===== config.mk =====
export PLATFORM = sky130hd
export DESIGN_NAME = uart_boot_image_loader
export DESIGN_NICKNAME = d
export VERILOG_FILES = /design/src/hdl/ubl_pkg.sv /design/src/hdl/uart_boot_image_loader.sv /design/src/hdl/ubl_fsm.sv /design/src/hdl/ubl_result_fifo.sv
export VERILOG_INCLUDE_DIRS = /design/src /design/src/hdl
export SDC_FILE = /design/constraint.sdc
export NUM_CORES = 1
export LEC_CHECK = 0
export ABC_AREA = 1
export ABC_CLOCK_PERIOD_IN_PS = 8730
export BUFFER_PORTS_ARGS = -buffer_cell sky130_fd_sc_hd__buf_4
export CAP_MARGIN = 40
export CELL_PAD_IN_SITES_DETAIL_PLACEMENT = 1
export CELL_PAD_IN_SITES_GLOBAL_PLACEMENT = 1
export CORE_MARGIN = 1.5
export CORE_UTILIZATION = 49
export CTS_CLUSTER_SIZE = 28
export DETAILED_ROUTE_END_ITERATION = 7
export PLACE_DENSITY_LB_ADDON = 0.25
export SKIP_LAST_GASP = 1
export SYNTH_ARGS = -nofsm -noshare
export SYNTH_HDL_FRONTEND = slang
export SYNTH_HIERARCHICAL = 1
export SYNTH_SLANG_ARGS = --single-unit

===== constraint.sdc =====
create_clock -name i_clk -period 8.73 [get_ports i_clk]
set_input_delay 0.4365 -clock i_clk [delete_from_list [all_inputs] [get_ports i_clk]]
set_output_delay 0.4365 -clock i_clk [all_outputs]
set_load 0.02 [all_outputs]

===== src/hdl/uart_boot_image_loader_defines.svh =====
// Assertion macros for the boot-image loader.
// Included by files that carry concurrent checks; expects i_clk and i_rst_n in scope.
`ifndef UART_BOOT_IMAGE_LOADER_DEFINES_SVH
`define UART_BOOT_IMAGE_LOADER_DEFINES_SVH

`ifndef SYNTHESIS
// Same-cycle implication.
`define UBL_ASSERT_IMP(label, ante, cons) \
    label: assert property (@(posedge i_clk) disable iff (!i_rst_n) (ante) |-> (cons)) \
        else $error("ubl: same-cycle check failed");
// Next-cycle implication.
`define UBL_ASSERT_NXT(label, ante, cons) \
    label: assert property (@(posedge i_clk) disable iff (!i_rst_n) (ante) |=> (cons)) \
        else $error("ubl: next-cycle check failed");
`else
`define UBL_ASSERT_IMP(label, ante, cons)
`define UBL_ASSERT_NXT(label, ante, cons)
`endif

`endif


===== src/hdl/ubl_pkg.sv =====
// Shared types and constants for the boot-image loader.
// No dependencies; used by ubl_fsm, ubl_result_fifo and the top level.
`timescale 1ns / 1ps

package ubl_pkg;

    localparam logic [7:0] B_SOH  = 8'h01;
    localparam logic [7:0] B_STX  = 8'h02;
    localparam logic [7:0] B_ACK  = 8'h06;
    localparam logic [7:0] B_NACK = 8'h15;
    localparam logic [7:0] XOR_INIT = 8'h00;
    localparam logic [7:0] LIMIT_RESET = 8'd10;

    localparam logic [1:0] K_START = 2'd0;
    localparam logic [1:0] K_RX    = 2'd1;
    localparam logic [1:0] K_TXDONE = 2'd2;
    localparam logic [1:0] K_FW    = 2'd3;

    localparam logic [1:0] C_SUCCESS  = 2'd0;
    localparam logic [1:0] C_REFUSED  = 2'd1;
    localparam logic [1:0] C_EXHAUST  = 2'd2;
    localparam logic [1:0] C_MISMATCH = 2'd3;

    localparam logic [0:0] REG_IMAGE_LENGTH  = 1'b0;
    localparam logic [0:0] REG_ATTEMPT_LIMIT = 1'b1;

    localparam logic [3:0] PH_IDLE     = 4'd0;
    localparam logic [3:0] PH_W4_STX   = 4'd1;
    localparam logic [3:0] PH_W4_SENT  = 4'd2;
    localparam logic [3:0] PH_W4_ACK   = 4'd3;
    localparam logic [3:0] PH_STREAM   = 4'd4;
    localparam logic [3:0] PH_W4_CRC   = 4'd5;
    localparam logic [3:0] PH_W4_FINAL = 4'd6;
    localparam logic [3:0] PH_DONE     = 4'd7;

    typedef struct packed {
        logic       send_valid;
        logic [7:0] send_byte;
        logic       last_of_run;
        logic       firmware_wanted;
        logic       finished;
        logic [1:0] fail_cause;
        logic       close_link;
    } t_result;

    // Up to three results from one request, slot 0 first.
    typedef struct packed {
        logic [1:0]        count;
        t_result [2:0]     res;
    } t_burst;

endpackage


===== src/hdl/uart_boot_image_loader.sv =====
// Boot-image loader over a UART byte link: host side of the download handshake.
// Channels: request in (i_in_valid / o_in_stall, fields i_kind, i_data_byte);
//   results out (o_out_valid / i_out_stall, one result per transfer);
//   register writes (i_cfg_valid / o_cfg_ready, i_cfg_index, i_cfg_data).
// Register 0 is image_length (read live), register 1 is attempt_limit (reset 10).
// A request is decoded in the cycle it is accepted; the sequencer state updates
// at that edge and its results (zero to three) land in a four-entry queue.
// If the queue is empty, the first result is offered the cycle after acceptance; a
// three-byte command burst drains one result per cycle while i_out_stall is low.
// Throughput: one request per cycle while the queue holds at most one result;
// the queue depth and its single read port set this, so each of an STX request's
// three results takes an output slot.
// o_in_stall rises when the queue cannot take a full burst; a stall on the
// output holds the head result and fills the queue until input stalls too.
// Reset (synchronous, active low) returns to idle, clears the queue and the
// counters and restores the register defaults.
`timescale 1ns / 1ps
`include "uart_boot_image_loader_defines.svh"

module uart_boot_image_loader
    import ubl_pkg::*;
(
    input  logic        i_clk,
    input  logic        i_rst_n,
    input  logic        i_in_valid,
    output logic        o_in_stall,
    input  logic [1:0]  i_kind,
    input  logic [7:0]  i_data_byte,
    output logic        o_out_valid,
    input  logic        i_out_stall,
    output logic        o_send_valid,
    output logic [7:0]  o_send_byte,
    output logic        o_last_of_run,
    output logic        o_firmware_wanted,
    output logic        o_finished,
    output logic [1:0]  o_fail_cause,
    output logic        o_close_link,
    input  logic        i_cfg_valid,
    output logic        o_cfg_ready,
    input  logic [0:0]  i_cfg_index,
    input  logic [15:0] i_cfg_data
);

    logic [15:0] r_image_length;
    logic [7:0]  r_attempt_limit;
    logic        in_accept;
    t_burst      burst;
    t_result     head;
    logic [2:0]  q_count;
    logic [3:0]  phase;

    assign o_cfg_ready = 1'b1;

    always_ff @(posedge i_clk) begin
        if (!i_rst_n) begin
            r_image_length  <= '0;
            r_attempt_limit <= LIMIT_RESET;
        end else if (i_cfg_valid) begin
            case (i_cfg_index)
                REG_IMAGE_LENGTH:  r_image_length  <= i_cfg_data;
                REG_ATTEMPT_LIMIT: r_attempt_limit <= i_cfg_data[7:0];
                default: begin
                end
            endcase
        end
    end

    // hold input while the queue lacks room for a full burst
    assign o_in_stall = (q_count > 3'd1);
    assign in_accept  = i_in_valid && !o_in_stall;

    ubl_fsm u_fsm (
        .i_clk           (i_clk),
        .i_rst_n         (i_rst_n),
        .i_accept        (in_accept),
        .i_kind          (i_kind),
        .i_data_byte     (i_data_byte),
        .i_image_length  (r_image_length),
        .i_attempt_limit (r_attempt_limit),
        .o_burst         (burst),
        .o_phase         (phase)
    );

    ubl_result_fifo u_fifo (
        .i_clk   (i_clk),
        .i_rst_n (i_rst_n),
        .i_burst (burst),
        .i_pop   (!i_out_stall),
        .o_valid (o_out_valid),
        .o_head  (head),
        .o_count (q_count)
    );

    assign o_send_valid      = head.send_valid;
    assign o_send_byte       = head.send_byte;
    assign o_last_of_run     = head.last_of_run;
    assign o_firmware_wanted = head.firmware_wanted;
    assign o_finished        = head.finished;
    assign o_fail_cause      = head.fail_cause;
    assign o_close_link      = head.close_link;

    `UBL_ASSERT_IMP(a_queue_bound, 1'b1, q_count <= 3'd4)
    `UBL_ASSERT_IMP(a_finish_last, o_out_valid && o_finished, o_last_of_run)
    `UBL_ASSERT_IMP(a_fw_only, o_out_valid && o_firmware_wanted,
                    !o_send_valid && !o_finished && o_last_of_run)
    `UBL_ASSERT_NXT(a_start_waits, in_accept && i_kind == K_START, phase == PH_W4_STX)

endmodule


===== src/hdl/ubl_fsm.sv =====
// Handshake sequencer: phase, attempt count, running XOR and stream count.
// Depends on ubl_pkg; produces one burst of results per accepted request.
`timescale 1ns / 1ps

module ubl_fsm
    import ubl_pkg::*;
(
    input  logic        i_clk,
    input  logic        i_rst_n,
    input  logic        i_accept,
    input  logic [1:0]  i_kind,
    input  logic [7:0]  i_data_byte,
    input  logic [15:0] i_image_length,
    input  logic [7:0]  i_attempt_limit,
    output t_burst      o_burst,
    output logic [3:0]  o_phase
);

    logic [3:0]  r_phase, n_phase;
    logic [7:0]  r_attempts, n_attempts;
    logic [7:0]  r_xor, n_xor;
    logic [15:0] r_streamed, n_streamed;
    logic [7:0]  att_inc;
    t_burst      burst;

    function automatic t_result mk(logic sv, logic [7:0] sb, logic fw, logic fin,
                                   logic [1:0] cause, logic cl);
        t_result r;
        r.send_valid      = sv;
        r.send_byte       = sb;
        r.last_of_run     = 1'b0;
        r.firmware_wanted = fw;
        r.finished        = fin;
        r.fail_cause      = cause;
        r.close_link      = cl;
        return r;
    endfunction

    assign att_inc = (r_attempts == 8'hFF) ? r_attempts : r_attempts + 8'd1;

    always_comb begin
        n_phase    = r_phase;
        n_attempts = r_attempts;
        n_xor      = r_xor;
        n_streamed = r_streamed;
        burst      = '0;
        if (i_kind == K_START) begin
            n_attempts = '0;
            n_phase    = PH_W4_STX;
        end else begin
            case (r_phase)
                PH_W4_STX: begin
                    if (i_kind == K_RX && i_data_byte == B_STX) begin
                        burst.res[0] = mk(1'b1, B_SOH, 1'b0, 1'b0, C_SUCCESS, 1'b0);
                        burst.res[1] = mk(1'b1, i_image_length[7:0], 1'b0, 1'b0,
                                          C_SUCCESS, 1'b0);
                        burst.res[2] = mk(1'b1, i_image_length[15:8], 1'b0, 1'b0,
                                          C_SUCCESS, 1'b0);
                        burst.res[2].last_of_run = 1'b1;
                        burst.count = 2'd3;
                        n_phase = PH_W4_SENT;
                    end
                end
                PH_W4_SENT: begin
                    if (i_kind == K_TXDONE) n_phase = PH_W4_ACK;
                end
                PH_W4_ACK: begin
                    if (i_kind == K_RX) begin
                        if (i_data_byte == B_ACK) begin
                            burst.res[0] = mk(1'b0, 8'h00, 1'b1, 1'b0, C_SUCCESS, 1'b0);
                            burst.count  = 2'd1;
                            n_xor        = XOR_INIT;
                            n_streamed   = '0;
                            n_phase      = PH_STREAM;
                        end else if (i_data_byte == B_NACK) begin
                            burst.res[0] = mk(1'b0, 8'h00, 1'b0, 1'b1, C_REFUSED, 1'b1);
                            burst.count  = 2'd1;
                            n_phase      = PH_DONE;
                        end else begin
                            n_attempts = att_inc;
                            if (att_inc < i_attempt_limit) begin
                                n_phase = PH_W4_STX;
                            end else begin
                                burst.res[0] = mk(1'b0, 8'h00, 1'b0, 1'b1, C_EXHAUST, 1'b1);
                                burst.count  = 2'd1;
                                n_phase      = PH_DONE;
                            end
                        end
                    end
                end
                PH_STREAM: begin
                    if (i_kind == K_FW && r_streamed < i_image_length) begin
                        burst.res[0] = mk(1'b1, i_data_byte, 1'b0, 1'b0, C_SUCCESS, 1'b0);
                        burst.count  = 2'd1;
                        n_xor        = r_xor ^ i_data_byte;
                        n_streamed   = r_streamed + 16'd1;
                    end else if (i_kind == K_TXDONE && r_streamed == i_image_length) begin
                        n_phase = PH_W4_CRC;
                    end
                end
                PH_W4_CRC: begin
                    if (i_kind == K_RX) begin
                        burst.count = 2'd1;
                        if (i_data_byte != r_xor) begin
                            burst.res[0] = mk(1'b0, 8'h00, 1'b0, 1'b1, C_MISMATCH, 1'b0);
                            n_phase      = PH_DONE;
                        end else begin
                            burst.res[0] = mk(1'b1, B_ACK, 1'b0, 1'b0, C_SUCCESS, 1'b0);
                            n_phase      = PH_W4_FINAL;
                        end
                    end
                end
                PH_W4_FINAL: begin
                    if (i_kind == K_TXDONE) begin
                        burst.res[0] = mk(1'b0, 8'h00, 1'b0, 1'b1, C_SUCCESS, 1'b0);
                        burst.count  = 2'd1;
                        n_phase      = PH_DONE;
                    end
                end
                default: begin
                    // idle and done ignore everything but start
                end
            endcase
            // single-result bursts end on slot 0
            if (burst.count == 2'd1) burst.res[0].last_of_run = 1'b1;
        end
    end

    always_ff @(posedge i_clk) begin
        if (!i_rst_n) begin
            r_phase    <= PH_IDLE;
            r_attempts <= '0;
            r_xor      <= XOR_INIT;
            r_streamed <= '0;
        end else if (i_accept) begin
            r_phase    <= n_phase;
            r_attempts <= n_attempts;
            r_xor      <= n_xor;
            r_streamed <= n_streamed;
        end
    end

    assign o_burst = i_accept ? burst : '0;
    assign o_phase = r_phase;

endmodule


===== src/hdl/ubl_result_fifo.sv =====
// Four-entry result queue; takes up to three results a cycle, hands out one.
// Depends on ubl_pkg for t_result and t_burst.
`timescale 1ns / 1ps

module ubl_result_fifo
    import ubl_pkg::*;
(
    input  logic       i_clk,
    input  logic       i_rst_n,
    input  t_burst     i_burst,
    input  logic       i_pop,
    output logic       o_valid,
    output t_result    o_head,
    output logic [2:0] o_count
);

    t_result    r_mem [4];
    logic [1:0] r_wr, r_rd;
    logic [2:0] r_count, n_count;
    logic       pop;

    assign pop     = i_pop && (r_count != 3'd0);
    assign n_count = r_count + {1'b0, i_burst.count} - {2'b00, pop};

    always_ff @(posedge i_clk) begin
        for (int k = 0; k < 3; k++) begin
            if (k < int'(i_burst.count)) r_mem[r_wr + 2'(k)] <= i_burst.res[k];
        end
    end

    always_ff @(posedge i_clk) begin
        if (!i_rst_n) begin
            r_wr    <= '0;
            r_rd    <= '0;
            r_count <= '0;
        end else begin
            r_wr    <= r_wr + i_burst.count;
            r_rd    <= r_rd + {1'b0, pop};
            r_count <= n_count;
        end
    end

    assign o_valid = (r_count != 3'd0);
    assign o_head  = r_mem[r_rd];
    assign o_count = r_count;

endmodule

; After elaboration in Yosys (flattened, before gate mapping)
; Memory sizes are Yosys's and may differ from the RTL's. A register that Yosys moved wholly into a read port is not among the register bits.
; Index checks and enable logic that the tools add are counted.
[word_totals]
ff_bits = 67
latchBits = 0
mem_bits_rw = 60
mem_bits_ro = 0
input_bits = 32
output_inout_bits = 18
wordCells = 130
n_memories = 1
[mem_list]
columns = name, depth, width, read_ports, rd_clocked_by_memory_dff, write_ports, line_no
row1 = u_fifo.r_mem, 4, 15, 1, 1, 3, ubl_result_fifo.sv:17  ; t_result r_mem [4];
[op_classes]
addsub = 8
mul = 0
div_mod_pow = 0
order_cmp = 6
eq_ne = 28
n_shift = 0
n_mux = 57
bitwise = 3
n_reduce_logical = 18
[ops]
columns = op, n
row1 = $mux W47, 3
row2 = $mux W15, 6
row3 = $pmux W15 S5, 1
row4 = $mux W8, 9
row5 = $mux W16, 3
row6 = $mux W4, 11
row7 = $pmux W16 S2, 1
row8 = $mux W30, 1
row9 = $pmux W4 S6, 1
row10 = $ne A3 B1 Y1 const B, 6
row11 = $add A16 B1 Y16 const B, 1
row12 = $eq A16 B16 Y1, 1
row13 = $lt A16 B16 Y1, 1
row14 = $pmux W8 S2, 1
row15 = $eq A4 B3 Y1 const B, 3
row16 = $mux W1, 12
row17 = $mux W2, 5
row18 = $ne A2 B1 Y1 const B, 5
row19 = $pmux W2 S5, 1
row20 = $reduce_and A9 Y1, 1
row21 = $add A8 B1 Y8 const B, 1
row22 = $eq A4 B2 Y1 const B, 2
row23 = $eq A8 B2 Y1 const B, 1
row24 = $eq A8 B3 Y1 const B, 1
row25 = 29 further kinds, 42

; Logic depth before layout (Yosys ltp)
; Gate-level depths: netlist (run 1).
[logic_depth]
ltp_word = 16
depth_mapped = 21
depth_no_buf = 21

; Cells and area by module
; The synthesis (run 1) kept the hierarchy.
[by_module_without_submodules]
columns = module, n_inst, cells_per_inst, area_per_inst_um2, seq_area_each_um2
row1 = ubl_result_fifo, 1, 539, 4410.5, 1941.9
row2 = ubl_fsm, 1, 501, 3126.7, 700.7
row3 = uart_boot_image_loader, 1, 145, 1002.2, 480.5

; Least setup slack after synthesis (run 1)
; Ideal clock, no wire load.
[synth_timing]
kind = register -> register
from = reg u_fsm.r_attempts[0]
to = mem u_fifo/r_mem[1][0] (netlist bit), enable pin
setup_time_ns = 0.410
arrival_time_ns = 3.698
setup_slack_ns = 4.622
stages_incl_launch_ff = 18
path_buffers = 0
synth_period_minus_slack_ns = 4.108
path_cell_list = dfxtp_1 > ha_1 > nand2_1 > nor2_1 > nand2_1 > nand2_1 > o21ai_0 > ha_1 > nand2_1 > nand2_1 > nand2_1 > nand2_1 > nand2_1 > nand4_1 > nand2_1 > a21oi_1 > nand2_1 > a21boi_0
[synth_rtl]
columns = item, line_no
row1 = "start, declared", ubl_fsm.sv:20  ; logic [7:0] r_attempts, n_attempts;
row2 = "start signal, assigned", ubl_fsm.sv:137  ; r_attempts <= n_attempts;
row3 = "end, declared", ubl_result_fifo.sv:17

==> metrics, run 1 <==
leak pwr a little under 0.004 uW; launch point of the worst path u_fsm/r_attempts[0]$_SDFFE_PN0P_; num ports 50; worst-case reg-to-reg path depth 17; Chip Height 135.0 um; WHS Path Cells 3; Clock power frac about 40%; setup_tns 0 ns; post-layout util a little under three fifths; root buffer cell clkbuf_16; final setup margin 4.270 ns; RSZ-0062 raised after global routing no; pin count of the biggest net entering global routing 38; status completed; Power Dens Cells 189.9 nW/um^2; GRT met1 Usage 36.86%; Gate Count Post-Synth ~1200; GR Overflow Total 0; HP Start i_cfg_data[3]; Syn Area/Cell 7.206 sq um; final hold vios 0; M3 GR Usage 3.303%; maxcap violations 0; DIE AREA 18210 sq um; cell internal pwr 1224 uW; R2R Path End u_fifo/r_mem[0][10]$_DFFE_PP_; Final min period 4.460 ns; first-pass GRT wire length ~41000 um; worst clock skew 0.006913 ns; initial antenna violation count 0; achievable frequency 224.2 MHz; Clk Latency, worst-skew pair approximately 0.42 ns; Via density 5.500; final setup fails 0; Reg power frac a little under two fifths; dpl hpwl between 15000 and 20000 um; core area 17180 sq um; CTS max path bufs 2; drt first-iter violations 614; Vias 7970; H-tree levels 4; Max FO, Critical Path 15; antenna cells 0; critical setup path kind register to register; dpl ws 4.372 ns; Core Rows 48; Cell Area, Synth 8532 sq um; crit path launch type register; power share of the combinational group 22.5%; critical path arrival 4.51 ns; vias in the first global route around 8000; flop2flop setup slack 4.27 ns; RR Startpoint u_fsm/r_attempts[0]$_SDFFE_PN0P_; first drt pass iteration count 5; Net Sw Frac 32.16%; layout cell share with drive strength beyond 1 13.97%; WL per Instance 17.91 um; Syn. warnings 6; I/O Buffers 48; switching power 580.3 uW; post-route ant nets 0; CTS tree done; Min-Delay Path Class primary input to register; die extent in x around 130 um; worst slew pin tran approximately 0.92 ns; total CTS buffers 17; Crit path required time 8.78 ns; # DRC 0; Tcrit/Tclk final ~50%; hold endpoint r_attempt_limit[3]$_SDFFE_PN1P_; Routability Congestion 0.8471; worst vdd ir ~0.00013 V; Slew Limit Fails 0; Nets roughly 1300; CP endpoint kind register; CTS Hold Bufs 0; Post-CTS Setup Bufs 0; Routed WL 25950 um; Slew HR 38.89%; post-cts sizing count 0; Sink Count approximately 130; Global Route Usage Sum 29.23%; met2 usage 52.02%; initial core utilization 49.67%; gr busiest metal met2; clock slew at reported path FFs approximately 0.060 ns; area grow syn2layout 11.37%
[worst max-delay path by stage]
| stage | end | slack, ns | cells after the start |
|---|---|---|---|
| floorplan | u_fifo/r_mem[1][0]$_DFFE_PP_ | 4.62 | 17 |
| detailed placement | u_fifo/r_mem[0][12]$_DFFE_PP_ | 4.37 | 17 |
| finish | u_fifo/r_mem[0][10]$_DFFE_PP_ | 4.27 | 17 |
| CTS | u_fifo/r_mem[0][10]$_DFFE_PP_ | 4.30 | 17 |
| global placement | u_fifo/r_mem[0][10]$_DFFE_PP_ | 4.05 | 17 |
| global route | u_fifo/r_mem[0][10]$_DFFE_PP_ | 3.88 | 17 |
[placed cells by master (no fill, tap or decap), types with 28 or more instances in the layout]
| master | instances |
|---|---|
| o21ai_2 | 30 |
| nand3_1 | 88 |
| nor2_1 | 144 |
| nand2_1 | 275 |
| nand3_2 | 32 |
| a21oi_1 | 56 |
| o21ai_0 | 65 |
| buf_4 | 51 |
| inv_1 | 159 |
| ha_1 | 28 |
| dfxtp_1 | 66 |
| edfxtp_1 | 60 |
[metrics by stage]
| stage | hold slack, ns | area (sq um) | power, uW | cells |
|---|---|---|---|---|
| 2_1_floorplan | 0.4420 | 8569 | 962.5 | 1194 |
| 3_3_place_gp | 0.4594 | 8874 | 1077 | 1415 |
| 3_5_place_dp | 0.4709 | 8904 | 1091 | 1417 |
| 4_1_cts | 0.2245 | 9502 | 1815 | 1449 |
| 5_1_grt | 0.2395 | 9502 | 1880 | 1449 |
| 6_report | 0.2302 | 9502 | 1805 | 1449 |
[worst max-delay path: stages, from the launching register on]
cell,delay [ns]
dfxtp_1,0.35
ha_1,0.18
nand2_1,0.07
nor2_1,0.26
nand2_1,0.25
nand2_1,0.10
o21ai_0,0.11
ha_1,0.30
nand2_1,0.05
nand2_1,0.06
nand2_1,0.06
nand2_1,0.08
nand2_1,0.09
nand4_1,0.12
nand2_1,0.09
a21oi_1,0.72
nand2_1,0.44
nand3_1,0.74
[flip-flops by register name (all words and copies together), names as in the netlist]
| signal | flops |
|---|---|
| u_fifo/r_rd | 2 |
| u_fifo/r_wr | 2 |
| u_fsm/r_xor | 8 |
| r_image_length | 16 |
| u_fsm/r_streamed | 16 |
| r_attempt_limit | 8 |
| u_fifo/o_count | 3 |
| u_fsm/r_attempts | 8 |
| u_fsm/o_phase | 3 |
| u_fifo/r_mem | 60 |
[metal layers]
| layer | wire [um] | share of wire [%] | vias up |
|---|---|---|---|
| li1 | - | - | 3906 |
| met5 | 0 | 0 | - |
| met1 | 11690 | 45 | 3794 |
| met4 | 522 | 2.0 | 0 |
| met2 | 12730 | 49 | 231 |
| met3 | 1011 | 3.9 | 39 |
[area by class of cell]
type                            instances  area [sq um]
Inverter                              167         630.6
Sequential cell                       126          3123
Tap cell                              225         281.5
Clock inverter                         14         168.9
Multi-Input combinational cell        846          4456
Fill cell                            2274          7675
Clock buffer                           18         429.2
Timing Repair Buffer                   53         412.9
[power groups by stage]
| stage | combinational, uW | clock (uW) | sequential [uW] |
|---|---|---|---|
| 2_1_floorplan | 285 | 0 | 678 |
| 3_3_place_gp | 392 | 0 | 685 |
| 3_5_place_dp | 403 | 0 | 688 |
| 4_1_cts | 405 | 735 | 675 |
| 5_1_grt | 449 | 752 | 679 |
| 6_report | 406 | 724 | 675 |
(Power assumes the default switching activity.)
==> inputs of run 2 (changes only) <==
--- a/config.mk
+++ b/config.mk
@@ -6,14 +6,14 @@
 export SDC_FILE = /design/constraint.sdc
 export NUM_CORES = 1
 export LEC_CHECK = 0
-export ABC_AREA = 1
-export ABC_CLOCK_PERIOD_IN_PS = 8730
+export ABC_AREA = 0
+export ABC_CLOCK_PERIOD_IN_PS = 3950
 export BUFFER_PORTS_ARGS = -buffer_cell sky130_fd_sc_hd__buf_4
 export CAP_MARGIN = 40
 export CELL_PAD_IN_SITES_DETAIL_PLACEMENT = 1
 export CELL_PAD_IN_SITES_GLOBAL_PLACEMENT = 1
 export CORE_MARGIN = 1.5
-export CORE_UTILIZATION = 49
+export CORE_UTILIZATION = 43
 export CTS_CLUSTER_SIZE = 28
 export DETAILED_ROUTE_END_ITERATION = 7
 export PLACE_DENSITY_LB_ADDON = 0.25
==> constraint.sdc (replaced) <==
create_clock -name i_clk -period 3.95 [get_ports i_clk]
set_input_delay 0.1975 -clock i_clk [delete_from_list [all_inputs] [get_ports i_clk]]
set_output_delay 0.1975 -clock i_clk [all_outputs]
set_load 0.02 [all_outputs]
==> run 2 against run 1 <==
Compared with the run above:
- die area up 8.2%
- synthesized area shrank 4.9%
- synthesized cell count fell by 20%
- largest cell class unchanged
==> metrics, run 2 <==
GR Overflow Total 0 (unchanged); RSZ-0062 raised after global routing no; launch point of the worst path u_fsm/r_attempts[0]$_SDFFE_PN0P_; Power Dens Cells 382.7 nW/um^2 (+100%); Sink Count 126 (unchanged); worst stage delay on the critical path 0.40 ns (-0.34 ns); Cell Area, Synth 8117 sq um (-4.9%); Final min period 3.763 ns (-0.6963 ns); final setup fails 0 (unchanged); Gate Count Post-Synth 946 (-20%); Global Route Usage Sum 26.22% (-3.0 points); first-pass GRT wire length 39800 um (-4.0%); post-route ant nets 0 (unchanged); Net Sw Frac 26.42% (-5.7 points); post-layout util 50.08% (-5.2 points); pin count of the biggest net entering global routing 56 (+47%); num ports 50 (unchanged); Max FO, Critical Path 10 (-5); Fill cells 2159 (-5.1%); Clock power frac 44.0% (+3.9 points); first drt pass iteration count 5 (unchanged); maxcap violations 0 (unchanged); Slowest-stage cell, CP dfxtp_1; layout cell share with drive strength beyond 1 14.64% (+0.67 points); dpl hpwl 17620 um (-6.6%); worst slew pin tran 0.9047 ns (-0.01203 ns); CTS max path bufs 2 (unchanged); critical setup path kind register to register; drt first-iter violations 519 (-15%); total CTS buffers 17 (unchanged); flop2flop setup slack 0.19 ns (-4.08 ns); most common cell after layout, fill and taps aside nand2_1; Routed WL 25100 um (-3.3%); Routability Congestion 0.8890 (+4.9%); leak pwr 0.003664 uW (-7.9%); Syn. warnings 6 (unchanged); Syn Area/Cell 8.580 sq um (+19%); root buffer cell clkbuf_16; worst clock skew 0.01055 ns (+0.003638 ns); multi-input logic area 4454 sq um (about the same); Reg power frac 39.9% (+2.5 points); Slew Limit Fails 0 (unchanged); Core Rows 50 (+4.2%); cell internal pwr 2620 uW (+110%); commonest cells after routing, fill and taps aside 187 x nand2_1, 82 x nor2_1, 77 x buf_4, 66 x dfxtp_1, 62 x a31oi_1; largest reg by FF count u_fifo/r_mem; worst-case reg-to-reg path depth 15 (-2); crit path capture u_fifo/r_mem[0][3]$_DFFE_PP_; WL per Instance 20.37 um (+14%); Vias 7245 (-9.1%); Nets 1045 (-18%); dpl cells 1197 (-16%); H-tree levels 4 (unchanged); Slew HR 39.56% (+0.67 points); DIE AREA 19710 sq um (+8.2%); CTS Hold Bufs 0 (unchanged); initial antenna violation count 1 (+1); I/O Buffers 48 (unchanged); Crit path required time 4.13 ns (-4.65 ns); max reg flops 60 (unchanged); area grow syn2layout 14.64%; initial core utilization 43.68% (-6.0 points); achievable frequency 265.7 MHz (+19%); final hold vios 0 (unchanged); final non-filler cell total 1232 (-15%); die extent in x 140.4 um (+4.0%); # DRC 0 (unchanged); vias in the first global route 7404 (-7.5%); R2R Path End u_fifo/r_mem[0][3]$_DFFE_PP_; Min-Delay Path Class primary input to register; Clk Latency, worst-skew pair 0.43 ns (about the same); switching power 940.6 uW (+62%); crit path launch type register; Via density 5.881 (+6.9%); RR Startpoint u_fsm/r_attempts[0]$_SDFFE_PN0P_; top flop regs u_fifo/r_mem (60), r_image_length (16), u_fsm/r_streamed (16); worst vdd ir 0.0002991 V (+120%); HP Start i_cfg_data[12]; core area 18580 sq um (+8.2%); clock slew at reported path FFs 0.06 ns (about the same); CP cell instances ha_2, nand4_1, or2_2, nand2_1, ha_1, a21o_1, a21oi_1, o22ai_1, nor3b_2, a21o_1, a31oi_2, buf_4, o21ai_0, a21oi_1, buf_4; status completed; critical path arrival 3.95 ns (-0.56 ns); CP endpoint kind register; Tcrit/Tclk final 95.28% (+44 points); power share of the combinational group 16.0% (-6.5 points); Storage cell area 3123 sq um (unchanged); Chip Height 140.4 um (+4.0%); CTS tree done
## run 2: cell type report
class	count	share of cell area (%)
antenna	1	0.02689
clock buffer	18	4.612
clock inverter	14	1.600
inverter	40	1.614
multi-input combinational	715	47.87
sequential	126	33.56
tap	234	3.146
timing repair buffer	84	7.570
## run 2: per-layer routing
metal | up-vias | track usage [%] | part of all wire [%]
met2 | 165 | 47.42 | 52
met4 | 0 | 11.86 | 2.7
met3 | 47 | 5.060 | 3.3
li1 | 3440 | - | -
met5 | - | 0 | 0
met1 | 3593 | 29.87 | 42
## run 2: power by group through the flow
stage | registers [uW] | logic [uW] | clock network [uW]
6_report | 1420 | 571 | 1570
2_1_floorplan | 1430 | 392 | 0
3_3_place_gp | 1460 | 542 | 0
3_5_place_dp | 1450 | 572 | 0
4_1_cts | 1420 | 574 | 1590
5_1_grt | 1420 | 617 | 1650
## run 2: repair_timing
action                                  CTS  global route
resized for setup                         1             3
endpoints found under the setup margin   75            88
pin swaps                                 0             1
buffers inserted                          0             2
## run 2: per-stage QoR
stage | hold slack [ns] | TNS [ns] | cell area, sq um | setup WS [ns] | total power (uW)
CTS | 0.02158 | 0 | 9275 | 0.09441 | 3584
finish | 0.03290 | 0 | 9305 | 0.1865 | 3561
global route | 0.02592 | 0 | 9303 | 0.01785 | 3687
global placement | 0.4441 | 0 | 8677 | 0.2376 | 1998
detailed placement | 0.4564 | -0.03201 | 8692 | -0.03201 | 2020
floorplan | 0.3192 | -7.029 | 8154 | -0.2343 | 1824
## run 2: worst min path at each step
stage | endpoint | slack (ns) | cells past startpoint
detailed placement | r_attempt_limit[4]$_SDFFE_PN0P_ | 0.46 | 2
floorplan | u_fifo/o_count[0]$_SDFF_PN0_ | 0.32 | 1
CTS | r_image_length[8]$_SDFFE_PN0P_ | 0.02 | 3
global route | r_image_length[10]$_SDFFE_PN0P_ | 0.03 | 3
finish | r_image_length[12]$_SDFFE_PN0P_ | 0.03 | 3
global placement | r_attempt_limit[4]$_SDFFE_PN0P_ | 0.44 | 2
## run 2: critical path, delay by kind of cell, from the launching register on
kind	cells	cell delay [ns]
fa+ha+maj	2	0.51
flops	1	0.40
simple gates	4	0.97
buf+inv	2	0.44
compound gates	7	1.18
==> inputs of run 3 (changes only) <==
--- a/config.mk
+++ b/config.mk
@@ -7,13 +7,13 @@
 export NUM_CORES = 1
 export LEC_CHECK = 0
 export ABC_AREA = 0
-export ABC_CLOCK_PERIOD_IN_PS = 3950
+export ABC_CLOCK_PERIOD_IN_PS = 3600
 export BUFFER_PORTS_ARGS = -buffer_cell sky130_fd_sc_hd__buf_4
 export CAP_MARGIN = 40
 export CELL_PAD_IN_SITES_DETAIL_PLACEMENT = 1
 export CELL_PAD_IN_SITES_GLOBAL_PLACEMENT = 1
 export CORE_MARGIN = 1.5
-export CORE_UTILIZATION = 43
+export CORE_UTILIZATION = 47
 export CTS_CLUSTER_SIZE = 28
 export DETAILED_ROUTE_END_ITERATION = 7
 export PLACE_DENSITY_LB_ADDON = 0.25
==> constraint.sdc (replaced) <==
create_clock -name i_clk -period 3.6 [get_ports i_clk]
set_input_delay 0.18 -clock i_clk [delete_from_list [all_inputs] [get_ports i_clk]]
set_output_delay 0.18 -clock i_clk [all_outputs]
set_load 0.02 [all_outputs]
==> run 3 against run 2 <==
Compared with the run above:
- largest power group unchanged
- register-to-register slack got worse by 0.12 ns
- maximum frequency rose by 6.4%
- critical path type unchanged
- combinational power rose by 13%
- clock skew rose by 0.0035 ns
- utilization rose by 7.6 points
- clock power rose by 12%
- setup slack got worse by 0.12 ns
- design area rose by 3.5%
==> metrics, run 3 (synthesized netlist as in run 2, its figures left out) <==
status completed; Slew Limit Fails 0 (unchanged); max reg flops 60 (unchanged); first drt pass iteration count 5 (unchanged); total CTS buffers 17 (unchanged); crit path launch type register; pin count of the biggest net entering global routing 55 (-1.8%); first-pass GRT wire length 41400 um (+4.0%); DIE AREA 18070 sq um (-8.3%); GR Overflow Total 0 (unchanged); most common cell after layout, fill and taps aside nand2_1; I/O Buffers 48 (unchanged); post-route ant nets 0 (unchanged); clock slew at reported path FFs 0.06 ns (about the same); launch point of the worst path u_fsm/r_attempts[2]$_SDFFE_PN0P_; post-layout util 57.65% (+7.6 points); dpl ws -0.06747 ns (-0.03546 ns); Max FO, Critical Path 6 (-4); critical setup path kind register to register; num ports 50 (unchanged); Vias 7563 (+4.4%); drt first-iter violations 514 (-0.96%); worst clock skew 0.01408 ns (+0.003530 ns); layout cell share with drive strength beyond 1 18.50% (+3.9 points); HP Start i_cfg_data[12]; # DRC 0 (unchanged); core area 16700 sq um (-10%); final setup margin 0.06374 ns (-0.1228 ns); flop2flop setup slack 0.06 ns (-0.12 ns); die extent in x 134.4 um (-4.3%); CTS Hold Bufs 0 (unchanged); WHS Path Cells 3 (unchanged); Nets 1064 (+1.8%); worst-case reg-to-reg path depth 17 (+2); initial antenna violation count 0 (-1); achievable frequency 282.8 MHz (+6.4%); dpl hpwl 17720 um (+0.55%); Routability Congestion 0.8995 (+1.2%); Clk Latency, worst-skew pair 0.43 ns (about the same); root buffer cell clkbuf_16; Final min period 3.536 ns (-0.2272 ns); CTS max path bufs 2 (unchanged); Routed WL 26860 um (+7.0%); Min-Delay Path Class primary input to register; top flop regs u_fifo/r_mem (60), r_image_length (16), u_fsm/r_streamed (16); largest reg by FF count u_fifo/r_mem; worst vdd ir 0.0003192 V (+6.7%); Slew HR 51.08% (+12 points); R2R Path End u_fifo/o_count[2]$_SDFF_PN0_; Sink Count 126 (unchanged); vias in the first global route 7745 (+4.6%); hold endpoint r_image_length[12]$_SDFFE_PN0P_; antenna cells 0 (-1); Tcrit/Tclk final 98.23% (+3.0 points); worst slew pin tran 0.7339 ns (-0.1708 ns); RR Startpoint u_fsm/r_attempts[2]$_SDFFE_PN0P_; final hold vios 0 (unchanged); final setup fails 0 (unchanged); Global Route Usage Sum 29.61% (+3.4 points); commonest cells after routing, fill and taps aside 187 x nand2_1, 90 x buf_4, 80 x nor2_1, 64 x dfxtp_1, 62 x a31oi_1; leak pwr 0.003791 uW (+3.5%); Via density 6.119 (+4.1%); area grow syn2layout 18.62%; initial core utilization 48.60% (+4.9 points); Core Rows 47 (-6.0%); maxcap violations 0 (unchanged); H-tree levels 4 (unchanged); Crit path required time 3.92 ns (-0.21 ns); Power Dens Cells 411.4 nW/um^2 (+7.5%); Chip Height 134.4 um (-4.3%); CTS tree done; WL per Instance 21.73 um (+6.7%); critical path arrival 3.85 ns (-0.10 ns); hold_ws 0.01301 ns (-0.01989 ns); CP endpoint kind register
==> run 3: power by group <==
group / switching (uW) / internal [uW]
Clock: 677 / 1080
Sequential: 36.5 / 1520
Combinational: 353 / 290
==> run 3: area by class of cell <==
type	count	area, sq um
timing repair buffer	103	917.1
clock inverter	15	170.2
sequential	126	3126
tap	220	275.3
inverter	40	150.1
multi-input combinational	715	4564
fill	1955	7073
clock buffer	17	425.4
==> run 3: metrics by stage <==
step	cell area [sq um]	cells	total power, uW	TNS [ns]
final	9628	1236	3961	0
after CTS	9454	1232	3964	0
after detailed placement	8847	1200	2222	-2.433
after global placement	8832	1199	2197	0
after global routing	9628	1236	4089	-0.04744
after floorplan	8162	956	2001	-8.800
==> run 3: worst max-delay path by stage <==
stage	end	slack (ns)	cells after the start
5_1_grt	u_fifo/o_count[2]$_SDFF_PN0_	-0.03	17
3_5_place_dp	u_fifo/r_mem[1][10]$_DFFE_PP_	-0.07	15
3_3_place_gp	u_fifo/o_count[2]$_SDFF_PN0_	0.18	18
2_1_floorplan	u_fifo/r_mem[0][0]$_DFFE_PP_	-0.29	16
6_report	u_fifo/o_count[2]$_SDFF_PN0_	0.06	17
4_1_cts	u_fifo/r_mem[1][7]$_DFFE_PP_	0.01	15
==> run 3: worst max-delay path: stages, from the launching register on <==
cell,delay [ns]
dfxtp_1,0.44
and3_4,0.23
nand3_2,0.11
nor2_2,0.16
mux2i_2,0.27
ha_1,0.19
nand4_1,0.16
nor2_1,0.13
o211ai_1,0.10
nor3b_4,0.18
a21o_1,0.23
a31oi_4,0.22
ha_2,0.19
inv_1,0.05
fa_2,0.34
xor2_1,0.16
xnor2_1,0.12
and2_1,0.15
==> run 3: repair_timing <==
item | in CTS | in global routing
hold endpoints to repair | 0 | 0
pin swaps | 0 | 10
setup buffers | 0 | 1
cloned | 0 | 3
resized for setup | 3 | 24
endpoints found under the setup margin | 106 | 122
==> run 3: routing by layer <==
metal | GRT usage (%) | vias to the layer above | part of all wire, %
met5 | 0 | - | 0
met4 | 14.93 | 0 | 3.9
met3 | 5.215 | 76 | 4.5
met2 | 52.34 | 247 | 51
met1 | 34.40 | 3761 | 41
li1 | - | 3479 | -
